<file path="src/pwle_pkg.sv">
`default_nettype none

package pwle_pkg;

    // Field widths.
    localparam int LEVEL_W    = 16;
    localparam int POS_W      = 25;
    localparam int LEN_W      = 24;
    localparam int INC_W      = 24;
    localparam int SEG_W      = 3;
    localparam int SEGCNT_W   = 4;
    localparam int OP_W       = 2;
    localparam int CFG_IDX_W  = 2;
    localparam int CFG_DATA_W = 24;

    // Segment table depth and the largest usable segment count.
    localparam int SEGMENTS = 8;
    localparam logic [SEGCNT_W-1:0] SEG_CAP = SEGCNT_W'(SEGMENTS < 8 ? SEGMENTS : 8);

    // Interpolation datapath widths.
    localparam int DIFF_W    = LEVEL_W + 1;
    localparam int PROD_W    = DIFF_W + POS_W + 1;
    localparam int MAG_W     = LEVEL_W + POS_W;
    localparam int DIV_STEPS = MAG_W;
    localparam int DIV_CNT_W = $clog2(DIV_STEPS + 1);

    // Reset values of the configuration registers.
    localparam logic [SEGCNT_W-1:0] SEGCNT_RST = SEGCNT_W'(4);
    localparam logic [INC_W-1:0]    INC_RST    = INC_W'(256);

    localparam logic signed [LEVEL_W-1:0] LEVEL_MAX = 16'sh7FFF;
    localparam logic signed [LEVEL_W-1:0] LEVEL_MIN = 16'sh8000;

    typedef enum logic [OP_W-1:0] {
        OP_TICK = 2'd0,
        OP_LOAD = 2'd1,
        OP_TRIG = 2'd2
    } t_op;

    typedef enum logic [CFG_IDX_W-1:0] {
        CFG_SEG_COUNT = 2'd0,
        CFG_REPEAT    = 2'd1,
        CFG_INC       = 2'd2
    } t_cfg_idx;

    typedef enum logic [2:0] {
        ST_IDLE,
        ST_MUL,
        ST_ABS,
        ST_DIV,
        ST_FIN
    } t_state;

    typedef struct packed {
        logic do_load;
        logic do_trig;
        logic mul_en;
        logic abs_en;
        logic div_step;
        logic out_push;
    } t_dp_cmd;

    typedef struct packed {
        logic div_last;
        logic out_free;
    } t_dp_stat;

endpackage

`default_nettype wire

</file>
<file path="src/pwle_ifs.sv">
`default_nettype none

interface pwle_in_if;
    logic                                   valid;
    logic                                   ready;
    logic [pwle_pkg::OP_W-1:0]              op;
    logic [pwle_pkg::SEG_W-1:0]             seg_index;
    logic signed [pwle_pkg::LEVEL_W-1:0]    end_level;
    logic [pwle_pkg::LEN_W-1:0]             seg_length;

    modport source (output valid, op, seg_index, end_level, seg_length, input ready);
    modport sink   (input valid, op, seg_index, end_level, seg_length, output ready);
endinterface

interface pwle_out_if;
    logic                                   valid;
    logic                                   ready;
    logic signed [pwle_pkg::LEVEL_W-1:0]    level;
    logic                                   running;
    logic [pwle_pkg::SEG_W-1:0]             current_segment;

    modport source (output valid, level, running, current_segment, input ready);
    modport sink   (input valid, level, running, current_segment, output ready);
endinterface

`default_nettype wire

</file>
<file path="src/pwle_ctrl.sv">
`default_nettype none

module pwle_ctrl (
    input  wire logic                       i_clk,
    input  wire logic                       i_rst_n,
    input  wire logic                       i_in_valid,
    input  wire logic [pwle_pkg::OP_W-1:0]  i_in_op,
    output logic                            o_in_ready,
    input  wire pwle_pkg::t_dp_stat         i_stat,
    output pwle_pkg::t_dp_cmd               o_cmd
);

    pwle_pkg::t_state r_state;
    pwle_pkg::t_state n_state;

    always_ff @(posedge i_clk) begin
        if (!i_rst_n) begin
            r_state <= pwle_pkg::ST_IDLE;
        end else begin
            r_state <= n_state;
        end
    end

    always_comb begin
        n_state    = r_state;
        o_cmd      = '0;
        o_in_ready = 1'b0;
        unique case (r_state)
            pwle_pkg::ST_IDLE: begin
                o_in_ready = 1'b1;
                if (i_in_valid) begin
                    unique case (pwle_pkg::t_op'(i_in_op))
                        pwle_pkg::OP_TICK: n_state = pwle_pkg::ST_MUL;
                        pwle_pkg::OP_LOAD: o_cmd.do_load = 1'b1;
                        pwle_pkg::OP_TRIG: o_cmd.do_trig = 1'b1;
                        default: ;
                    endcase
                end
            end
            pwle_pkg::ST_MUL: begin
                o_cmd.mul_en = 1'b1;
                n_state      = pwle_pkg::ST_ABS;
            end
            pwle_pkg::ST_ABS: begin
                o_cmd.abs_en = 1'b1;
                n_state      = pwle_pkg::ST_DIV;
            end
            pwle_pkg::ST_DIV: begin
                o_cmd.div_step = 1'b1;
                if (i_stat.div_last) begin
                    n_state = pwle_pkg::ST_FIN;
                end
            end
            pwle_pkg::ST_FIN: begin
                if (i_stat.out_free) begin
                    o_cmd.out_push = 1'b1;
                    n_state        = pwle_pkg::ST_IDLE;
                end
            end
            default: n_state = pwle_pkg::ST_IDLE;
        endcase
    end

endmodule

`default_nettype wire

</file>
<file path="src/pwle_dp.sv">
`default_nettype none

module pwle_dp (
    input  wire logic                                   i_clk,
    input  wire logic                                   i_rst_n,
    input  wire logic [pwle_pkg::SEG_W-1:0]             i_seg_index,
    input  wire logic signed [pwle_pkg::LEVEL_W-1:0]    i_end_level,
    input  wire logic [pwle_pkg::LEN_W-1:0]             i_seg_length,
    input  wire logic                                   i_cfg_we,
    input  wire logic [pwle_pkg::CFG_IDX_W-1:0]         i_cfg_idx,
    input  wire logic [pwle_pkg::CFG_DATA_W-1:0]        i_cfg_data,
    input  wire pwle_pkg::t_dp_cmd                      i_cmd,
    output pwle_pkg::t_dp_stat                          o_stat,
    input  wire logic                                   i_out_ready,
    output logic                                        o_out_valid,
    output logic signed [pwle_pkg::LEVEL_W-1:0]         o_level,
    output logic                                        o_running,
    output logic [pwle_pkg::SEG_W-1:0]                  o_current_segment
);

    // Configuration registers.
    logic [pwle_pkg::SEGCNT_W-1:0] r_seg_count;
    logic                          r_repeat;
    logic [pwle_pkg::INC_W-1:0]    r_inc;

    // Segment table.
    logic signed [pwle_pkg::LEVEL_W-1:0] r_start [pwle_pkg::SEGMENTS];
    logic signed [pwle_pkg::LEVEL_W-1:0] r_end   [pwle_pkg::SEGMENTS];
    logic [pwle_pkg::LEN_W-1:0]          r_dur   [pwle_pkg::SEGMENTS];

    // Envelope position.
    logic [pwle_pkg::POS_W-1:0] r_pos;
    logic [pwle_pkg::SEG_W-1:0] r_seg;
    logic                       r_halted;

    // Interpolation datapath.
    logic signed [pwle_pkg::PROD_W-1:0] r_prod;
    logic                               r_sign;
    logic [pwle_pkg::MAG_W-1:0]         r_dq;
    logic [pwle_pkg::LEN_W-1:0]         r_rem;
    logic [pwle_pkg::DIV_CNT_W-1:0]     r_cnt;

    // Output register.
    logic                                r_out_valid;
    logic signed [pwle_pkg::LEVEL_W-1:0] r_out_level;
    logic                                r_out_running;
    logic [pwle_pkg::SEG_W-1:0]          r_out_seg;

    logic [pwle_pkg::SEGCNT_W-1:0]       used;
    logic [pwle_pkg::SEG_W-1:0]          nxt_idx;
    logic signed [pwle_pkg::LEVEL_W-1:0] cur_s;
    logic signed [pwle_pkg::LEVEL_W-1:0] cur_e;
    logic [pwle_pkg::LEN_W-1:0]          cur_len;
    logic signed [pwle_pkg::DIFF_W-1:0]  diff;
    logic signed [pwle_pkg::PROD_W-1:0]  neg_prod;
    logic [pwle_pkg::LEN_W:0]            rem_sh;
    logic [pwle_pkg::LEN_W:0]            rem_sub;
    logic                                q_bit;
    logic signed [pwle_pkg::PROD_W-1:0]  q_ext;
    logic signed [pwle_pkg::PROD_W-1:0]  q_signed;
    logic signed [pwle_pkg::PROD_W-1:0]  lvl_sum;
    logic signed [pwle_pkg::LEVEL_W-1:0] lvl_res;
    logic [pwle_pkg::POS_W:0]            pos_sum;
    logic [pwle_pkg::POS_W-1:0]          pos_sat;
    logic [pwle_pkg::POS_W-1:0]          n_pos;
    logic [pwle_pkg::SEGCNT_W-1:0]       seg_up;
    logic [pwle_pkg::SEG_W-1:0]          n_seg;
    logic                                n_halted;

    // Segment count in force: zero acts as one, and the count is capped.
    always_comb begin
        if (r_seg_count == '0) begin
            used = pwle_pkg::SEGCNT_W'(1);
        end else if (r_seg_count > pwle_pkg::SEG_CAP) begin
            used = pwle_pkg::SEG_CAP;
        end else begin
            used = r_seg_count;
        end
    end

    assign nxt_idx = i_seg_index + pwle_pkg::SEG_W'(1);
    assign cur_s   = r_start[r_seg];
    assign cur_e   = r_end[r_seg];
    assign cur_len = r_dur[r_seg];

    assign diff = {cur_e[pwle_pkg::LEVEL_W-1], cur_e} - {cur_s[pwle_pkg::LEVEL_W-1], cur_s};
    assign neg_prod = -r_prod;

    // One restoring division step: shift in the next dividend bit.
    assign rem_sh  = {r_rem, r_dq[pwle_pkg::MAG_W-1]};
    assign rem_sub = rem_sh - {1'b0, cur_len};
    assign q_bit   = (rem_sh >= {1'b0, cur_len});

    // Apply the sign to the quotient, add the start level and saturate.
    always_comb begin
        q_ext    = $signed({{(pwle_pkg::PROD_W - pwle_pkg::MAG_W){1'b0}}, r_dq});
        q_signed = r_sign ? -q_ext : q_ext;
        lvl_sum  = q_signed + pwle_pkg::PROD_W'(cur_s);
        if (cur_len == '0) begin
            lvl_res = cur_e;
        end else if (lvl_sum > pwle_pkg::PROD_W'(pwle_pkg::LEVEL_MAX)) begin
            lvl_res = pwle_pkg::LEVEL_MAX;
        end else if (lvl_sum < pwle_pkg::PROD_W'(pwle_pkg::LEVEL_MIN)) begin
            lvl_res = pwle_pkg::LEVEL_MIN;
        end else begin
            lvl_res = lvl_sum[pwle_pkg::LEVEL_W-1:0];
        end
    end

    // Advance: add the increment, move at most one segment, then wrap or stop.
    always_comb begin
        pos_sum  = {1'b0, r_pos} + (pwle_pkg::POS_W + 1)'(r_inc);
        pos_sat  = pos_sum[pwle_pkg::POS_W] ? '1 : pos_sum[pwle_pkg::POS_W-1:0];
        n_pos    = pos_sat;
        seg_up   = pwle_pkg::SEGCNT_W'(r_seg);
        n_halted = r_halted;
        if (pos_sat > pwle_pkg::POS_W'(cur_len)) begin
            seg_up = pwle_pkg::SEGCNT_W'(r_seg) + pwle_pkg::SEGCNT_W'(1);
            n_pos  = pos_sat - pwle_pkg::POS_W'(cur_len);
        end
        n_seg = seg_up[pwle_pkg::SEG_W-1:0];
        if (seg_up >= used) begin
            n_seg = '0;
            if (!r_repeat) begin
                n_halted = 1'b1;
                n_pos    = '0;
            end
        end
    end

    always_ff @(posedge i_clk) begin
        if (!i_rst_n) begin
            r_seg_count <= pwle_pkg::SEGCNT_RST;
            r_repeat    <= 1'b0;
            r_inc       <= pwle_pkg::INC_RST;
        end else if (i_cfg_we) begin
            unique case (pwle_pkg::t_cfg_idx'(i_cfg_idx))
                pwle_pkg::CFG_SEG_COUNT: r_seg_count <= i_cfg_data[pwle_pkg::SEGCNT_W-1:0];
                pwle_pkg::CFG_REPEAT:    r_repeat    <= i_cfg_data[0];
                pwle_pkg::CFG_INC:       r_inc       <= i_cfg_data[pwle_pkg::INC_W-1:0];
                default: ;
            endcase
        end
    end

    always_ff @(posedge i_clk) begin
        if (!i_rst_n) begin
            for (int i = 0; i < pwle_pkg::SEGMENTS; i++) begin
                r_start[i] <= '0;
                r_end[i]   <= '0;
                r_dur[i]   <= '0;
            end
        end else if (i_cmd.do_load) begin
            r_end[i_seg_index] <= i_end_level;
            r_dur[i_seg_index] <= i_seg_length;
            if (pwle_pkg::SEGCNT_W'(i_seg_index) + pwle_pkg::SEGCNT_W'(1) < used) begin
                r_start[nxt_idx] <= i_end_level;
            end
        end
    end

    always_ff @(posedge i_clk) begin
        if (!i_rst_n) begin
            r_pos    <= '0;
            r_seg    <= '0;
            r_halted <= 1'b1;
        end else if (i_cmd.do_trig) begin
            r_pos    <= '0;
            r_seg    <= '0;
            r_halted <= 1'b0;
        end else if (i_cmd.out_push && !r_halted) begin
            r_pos    <= n_pos;
            r_seg    <= n_seg;
            r_halted <= n_halted;
        end
    end

    always_ff @(posedge i_clk) begin
        if (!i_rst_n) begin
            r_cnt <= '0;
        end else if (i_cmd.abs_en) begin
            r_cnt <= pwle_pkg::DIV_CNT_W'(pwle_pkg::DIV_STEPS);
        end else if (i_cmd.div_step) begin
            r_cnt <= r_cnt - pwle_pkg::DIV_CNT_W'(1);
        end
    end

    always_ff @(posedge i_clk) begin
        if (i_cmd.mul_en) begin
            r_prod <= diff * $signed({1'b0, r_pos});
        end
        if (i_cmd.abs_en) begin
            r_sign <= r_prod[pwle_pkg::PROD_W-1];
            r_dq   <= r_prod[pwle_pkg::PROD_W-1] ? neg_prod[pwle_pkg::MAG_W-1:0]
                                                 : r_prod[pwle_pkg::MAG_W-1:0];
            r_rem  <= '0;
        end else if (i_cmd.div_step) begin
            r_rem <= q_bit ? rem_sub[pwle_pkg::LEN_W-1:0] : rem_sh[pwle_pkg::LEN_W-1:0];
            r_dq  <= {r_dq[pwle_pkg::MAG_W-2:0], q_bit};
        end
    end

    always_ff @(posedge i_clk) begin
        if (!i_rst_n) begin
            r_out_valid <= 1'b0;
        end else if (i_cmd.out_push) begin
            r_out_valid <= 1'b1;
        end else if (i_out_ready) begin
            r_out_valid <= 1'b0;
        end
    end

    always_ff @(posedge i_clk) begin
        if (i_cmd.out_push) begin
            r_out_level   <= lvl_res;
            r_out_running <= !r_halted;
            r_out_seg     <= r_seg;
        end
    end

    assign o_stat.div_last   = (r_cnt == pwle_pkg::DIV_CNT_W'(1));
    assign o_stat.out_free   = !r_out_valid || i_out_ready;
    assign o_out_valid       = r_out_valid;
    assign o_level           = r_out_level;
    assign o_running         = r_out_running;
    assign o_current_segment = r_out_seg;

    // A stopped envelope always sits at the start of segment 0.
    a_halt_home: assert property (@(posedge i_clk) disable iff (!i_rst_n)
        r_halted |-> (r_pos == '0 && r_seg == '0))
        else $error("halted envelope away from segment 0, position 0");

    // A result is pushed only when the output register can take it.
    a_push_free: assert property (@(posedge i_clk) disable iff (!i_rst_n)
        i_cmd.out_push |-> (!r_out_valid || i_out_ready))
        else $error("result pushed over a pending result");

    // The divider is stepped only while steps remain.
    a_step_cnt: assert property (@(posedge i_clk) disable iff (!i_rst_n)
        i_cmd.div_step |-> (r_cnt != '0))
        else $error("division step with no steps left");

    // The partial remainder stays below a nonzero divisor during division.
    a_rem_bound: assert property (@(posedge i_clk) disable iff (!i_rst_n)
        (r_cnt != '0 && cur_len != '0) |-> (r_rem < cur_len))
        else $error("division remainder out of range");

endmodule

`default_nettype wire

</file>
<file path="src/piecewise_linear_envelope.sv">
`default_nettype none

// Multi-segment linear envelope generator. Load beats set one segment's end
// level and length, and the same level becomes the start of the following
// segment while that segment is within the segment count; segment 0 always
// starts at zero. A trigger beat restarts the envelope at segment 0, position 0,
// and sets it running. Each tick beat returns one result beat carrying the
// level interpolated inside the active segment (start plus the level change
// times position over length, truncated toward zero and saturated to Q1.15, or
// the end level for a zero length), the running flag and the segment number,
// and then, if running, advances the position by the phase increment. Load and
// trigger beats are carried out as they are accepted and return nothing; an
// op code of three is accepted and ignored. A tick occupies the block from
// its acceptance through the signed multiply, taking the product's magnitude,
// the bit-serial restoring divider (one quotient bit per cycle) and the final
// step that saturates and loads the output register. The result waits in the
// output register, and the next beat can be accepted in the cycle after it is
// loaded even if the result has not yet been taken; a further tick then holds
// in its final step until the output register frees.
// Configuration registers are written through the plain write port and should
// only be changed while no tick is in progress.
module piecewise_linear_envelope (
    input  wire logic                                   i_clk,
    input  wire logic                                   i_rst_n,
    pwle_in_if.sink                                     i_in,
    pwle_out_if.source                                  o_out,
    input  wire logic                                   i_cfg_we,
    input  wire logic [pwle_pkg::CFG_IDX_W-1:0]         i_cfg_idx,
    input  wire logic [pwle_pkg::CFG_DATA_W-1:0]        i_cfg_data
);

    pwle_pkg::t_dp_cmd  cmd;
    pwle_pkg::t_dp_stat stat;
    logic               in_ready;

    // The controller sequences a tick through multiply, magnitude, divide and
    // output; loads and triggers are carried out at the accepting edge.
    pwle_ctrl u_ctrl (
        .i_clk      (i_clk),
        .i_rst_n    (i_rst_n),
        .i_in_valid (i_in.valid),
        .i_in_op    (i_in.op),
        .o_in_ready (in_ready),
        .i_stat     (stat),
        .o_cmd      (cmd)
    );

    assign i_in.ready = in_ready;

    // The datapath holds the configuration, the segment table, the position
    // state, the interpolation arithmetic and the output register.
    pwle_dp u_dp (
        .i_clk             (i_clk),
        .i_rst_n           (i_rst_n),
        .i_seg_index       (i_in.seg_index),
        .i_end_level       (i_in.end_level),
        .i_seg_length      (i_in.seg_length),
        .i_cfg_we          (i_cfg_we),
        .i_cfg_idx         (i_cfg_idx),
        .i_cfg_data        (i_cfg_data),
        .i_cmd             (cmd),
        .o_stat            (stat),
        .i_out_ready       (o_out.ready),
        .o_out_valid       (o_out.valid),
        .o_level           (o_out.level),
        .o_running         (o_out.running),
        .o_current_segment (o_out.current_segment)
    );

endmodule

`default_nettype wire

</file>
<file path="src/flat_wrapper.sv">
// flat-port wrapper written by rule: the top's interface ports become plain ports
module piecewise_linear_envelope_flat 
  (i_clk, i_rst_n, i_cfg_we, i_cfg_idx, i_cfg_data, i_in_valid, i_in_op, i_in_seg_index, i_in_end_level, i_in_seg_length, i_in_ready, o_out_valid, o_out_level, o_out_running, o_out_current_segment, o_out_ready);
  pwle_in_if i_in_i ();
  pwle_out_if o_out_i ();
  input  wire logic i_clk;
  input  wire logic i_rst_n;
  input  wire logic i_cfg_we;
  input  wire logic [pwle_pkg::CFG_IDX_W-1:0] i_cfg_idx;
  input  wire logic [pwle_pkg::CFG_DATA_W-1:0] i_cfg_data;
  input wire logic [$bits(i_in_i.valid)-1:0] i_in_valid;
  input wire logic [$bits(i_in_i.op)-1:0] i_in_op;
  input wire logic [$bits(i_in_i.seg_index)-1:0] i_in_seg_index;
  input wire logic [$bits(i_in_i.end_level)-1:0] i_in_end_level;
  input wire logic [$bits(i_in_i.seg_length)-1:0] i_in_seg_length;
  output wire logic [$bits(i_in_i.ready)-1:0] i_in_ready;
  output wire logic [$bits(o_out_i.valid)-1:0] o_out_valid;
  output wire logic [$bits(o_out_i.level)-1:0] o_out_level;
  output wire logic [$bits(o_out_i.running)-1:0] o_out_running;
  output wire logic [$bits(o_out_i.current_segment)-1:0] o_out_current_segment;
  input wire logic [$bits(o_out_i.ready)-1:0] o_out_ready;
  assign i_in_i.valid = i_in_valid;
  assign i_in_i.op = i_in_op;
  assign i_in_i.seg_index = i_in_seg_index;
  assign i_in_i.end_level = i_in_end_level;
  assign i_in_i.seg_length = i_in_seg_length;
  assign i_in_ready = i_in_i.ready;
  assign o_out_valid = o_out_i.valid;
  assign o_out_level = o_out_i.level;
  assign o_out_running = o_out_i.running;
  assign o_out_current_segment = o_out_i.current_segment;
  assign o_out_i.ready = o_out_ready;
  piecewise_linear_envelope u_core (.i_clk(i_clk), .i_rst_n(i_rst_n), .i_in(i_in_i), .o_out(o_out_i), .i_cfg_we(i_cfg_we), .i_cfg_idx(i_cfg_idx), .i_cfg_data(i_cfg_data));
endmodule
</file>
<file path="config.mk">
export PLATFORM = sky130hd
export DESIGN_NAME = piecewise_linear_envelope_flat
export DESIGN_NICKNAME = d
export VERILOG_FILES = /design/src/pwle_pkg.sv /design/src/pwle_ifs.sv /design/src/pwle_ctrl.sv /design/src/pwle_dp.sv /design/src/piecewise_linear_envelope.sv /design/src/flat_wrapper.sv
export SDC_FILE = /design/constraint.sdc
export NUM_CORES = 2
export LEC_CHECK = 0
export ABC_AREA = 1
export BUFFER_PORTS_ARGS = -buffer_cell sky130_fd_sc_hd__buf_2
export CORE_MARGIN = 3
export CORE_UTILIZATION = 35
export DETAILED_ROUTE_END_ITERATION = 12
export MAX_ROUTING_LAYER = met4
export PLACE_DENSITY_LB_ADDON = 0.2
export RECOVER_POWER = 100
export REMOVE_ABC_BUFFERS = 1
export SYNTH_ARGS = -nofsm -noshare
export SYNTH_HDL_FRONTEND = slang
export SYNTH_HIERARCHICAL = 1
export SYNTH_SLANG_ARGS = --single-unit
</file>
<file path="constraint.sdc">
create_clock -name i_clk -period 11.05 [get_ports i_clk]
set_input_delay 1.105 -clock i_clk [delete_from_list [all_inputs] [get_ports i_clk]]
set_output_delay 1.105 -clock i_clk [all_outputs]
set_load 0.05 [all_outputs]
</file>
==> summary.md <==
| Metric | Value |
|---|---|
| Outcome | finished with violations |
| Failing checks | max-capacitance violations, max-slew violations |
| Layout cells sized above 1 | 0.0492 |
| Largest net degree at the start of global routing | 89 |
| H-tree levels | 3 |
| Area of the multi-input gates | 0.0286 mm^2 |
| Power per Cell Area | 140 mW/mm^2 |
| Max IR drop VDD | 0.145 mV |
| Synth top area share | 0.321 |
| Register area share after synthesis | 0.357 |
| Drc violations | 0 |
| Routed WL | 172 mm |
| Max Fanout on Critical Path | 88 |
| Arrival time worst endpoint | 10.88 ns |
| Area growth, synth to finish | 9.44% |
| Setup TNS | 0 ns |
| Total GRT Usage | 0.232 |
| Met1 usage | 0.301 |
| Syn Std Cell Area | 0.0517 mm^2 |
| Max clock buf depth | 3 |
| Vias in the first global route | 42844 |
| Final min period | 10.50 ns |
| Synth async-reset ratio | 0 |
| Final setup vio count | 0 |
| Clk_skew | 0.0464 ns |
| Worst setup EP type | register |
| Fillers | 15041 |
| Library cells used by synthesis | 59 |
| Mapped Cells | 6415 |
| GRT busiest layer | met2 |
| Post-DP HPWL | 127 mm |
| First-pass GRT wire length | 263 mm |
| DR vias | 43024 |
| Clk slew on worst S/H paths | 0.06 ns |
| Final Hold Fails | 0 |
| CTS Hold Buffers Added | 0 |
| Period utilization | 0.950 |
| Max-slew violations | 914 |
| Worst Max-Slew Pin Slew | 3.84 ns |
| Die width | 390 um |
| CP Class | register to register |
| Max-Cap Viols | 25 |
| Clock sink count | 647 |
| P_leak | 0.0261 uW |
| Post-synth EDFFs | 552 |
| Met3 Use GR | 0.0261 |
| Core Box Area | 0.146 mm^2 |
| Max-slew headroom | -1.56 |
| Starting DRT DRC Count | 3268 |
| Worst setup SP type | register |
| Total CTS buffers | 74 |
| GR Overflow Total | 0 |
| Gpl congestion | 0.960 |
| Layout Nets | 7134 |
| YS warnings | 6 |
| Prevailing post-synth register cell | edfxtp_1 |
| I/O Pins | 98 |
| Clock Latency Late Sink | 0.68 ns |
| Max Freq | 0.0953 GHz |
| Wire per inst | 20.5 um |
| Post-Syn Area per Cell | 8.06 um^2 |
| Met2 GRT Util | 0.381 |
| #FFs+latches synth | 647 |
| Via density | 5.12 |
| Register area | 0.0185 mm^2 |
| Initial antenna violation count | 4 |
| RSZ-0062 raised after global routing | no |
| Top-count cell post-synth | nor2_1 |
| Largest stage delay on the critical path | 0.65 ns |
| Core Rows | 140 |
| Initial Util | 0.354 |
| Dominant cells by area after synthesis | edfxtp_1 (32%), fa_1 (14%), nor2_1 (9.1%), nand2_1 (8.7%), ha_1 (6.9%) |
| Root buffer selected by CTS | clkbuf_16 |
| Number of post-CTS setup repair buffers | 0 |
| DR pass1 iterations | 7 |
| Die ar. | 0.152 mm^2 |
| IO buf count | 97 |
| Post-synth top area cell | edfxtp_1 |
| Pwr Total | 7950 uW |
| CTS tree | yes |
| Most frequent CP cell | nand2_1 |
| Min-Delay Path Class | register to register |
| Req. time, crit path | 11.43 ns |
| Die Ht | 390 um |
| Post-DRT Antenna Nets | 0 |
| Post-synth top cells | nor2_1 (1259), nand2_1 (1192), inv_1 (943) |
| Critical Path Slowest Stage Cell | inv_1 |
## layout make-up
cell class                 instances  area share
timing repair buffer             186      0.0186
tap                             1917      0.0424
multi-input combinational       4561       0.505
inverter                         952      0.0633
sequential                       647       0.327
clock inverter                    48     0.00951
clock buffer                      88      0.0340
antenna                            4    0.000177
## cells in the final DEF (no fill, tap or decap), types with 8 or more instances in the layout
cell and n:
clkbuf_16 74, a21oi_1 244, nand3_1 185, clkbuf_1 61, o221ai_1 23, buf_2 74
o21a_1 10, o31ai_1 12, nor2_1 1261, nand2_2 16, edfxtp_1 552, o211ai_1 25
o22ai_1 76, or2_2 33, nor4_1 14, nand4_1 50, xnor2_1 69, clkinv_2 8
o21bai_1 19, ha_1 287, inv_1 943, a21o_1 11, buf_4 61, o21ai_1 55
nor3_1 36, a31oi_1 33, clkinv_1 24, fa_1 349, dfxtp_1 92, nand2_1 1186
nand3b_1 11, o21ai_0 402, xor2_1 108
## final timing paths
path | slack (ns) | end | from | cells past startpoint
setup / recovery | 0.55 | u_core/u_dp/r_prod[36]$_DFFE_PP_ | register | 43
setup reg to reg | 0.55 | u_core/u_dp/r_prod[36]$_DFFE_PP_ | register | 43
hold reg to reg | 0.48 | u_core/u_dp/r_rem[20]$_SDFFE_PP0P_ | u_core/u_dp/r_rem[20]$_SDFFE_PP0P_ | 2
hold / removal | 0.48 | u_core/u_dp/r_rem[20]$_SDFFE_PP0P_ | u_core/u_dp/r_rem[20]$_SDFFE_PP0P_ | 2
## kinds of logic after synthesis
family | after synthesis | synth area share
AO/OA/AOI/OAI | 936 | 0.101
flip-flops | 647 | 0.357
adder cells (fa/ha/maj) | 636 | 0.205
buffers and inverters | 1207 | 0.0899
XOR/XNOR | 179 | 0.0303
AND/OR/NAND/NOR | 2810 | 0.217
## critical path: cells and delay by family, from the launching register on
kind / cells / cell delay, ns
AO/OA/AOI/OAI: 11 / 2.32
XOR/XNOR: 1 / 0.09
adder cells (fa/ha/maj): 9 / 4.24
buffers and inverters: 10 / 1.92
flip-flops: 1 / 0.48
AND/OR/NAND/NOR: 12 / 1.07
## state kept, by name, indices dropped and copies added (netlist names), 24 cells and up, named ones only
| signal | count |
|---|---|
| u_core/u_dp/r_dur | 192 |
| u_core/u_dp/r_prod | 42 |
| u_core/u_dp/r_dq | 41 |
| u_core/u_dp/r_rem | 24 |
| u_core/u_dp/r_pos | 25 |
| u_core/u_dp/r_end | 128 |
| u_core/u_dp/r_inc | 24 |
| u_core/u_dp/r_start | 128 |
## power breakdown
part	switching [uW]	leakage (uW)	internal, uW
Clock	1080	0.00118	1430
Sequential	138	0.00636	2890
Combinational	1670	0.0186	738
Total	2890	0.0261	5060
## metrics by stage
step                hold slack (ns)  setup slack [ns]   util  instance area, um^2  cells
finish                        0.478             0.554  0.387                56600   8403
global route                  0.495            0.0193  0.387                56600   8403
CTS                           0.479             0.701  0.388                56800   8399
detailed placement            0.464             0.763  0.371                54300   8263
global placement              0.450             0.791  0.371                54300   8263
floorplan                     0.429             -2.38      -                50600   6160
## per-layer routing
metal	up-vias	wire (um)
li1	20631	-
met1	20897	74700
met2	1252	82300
met3	244	9940
met4	0	5200
met5	-	0
## what timing repair did
action,in CTS,in global routing
endpoints found under the hold margin,0,0
gates resized for setup,0,1
setup endpoints to repair,0,1
Note: power is estimated with default switching activity, not from simulation.
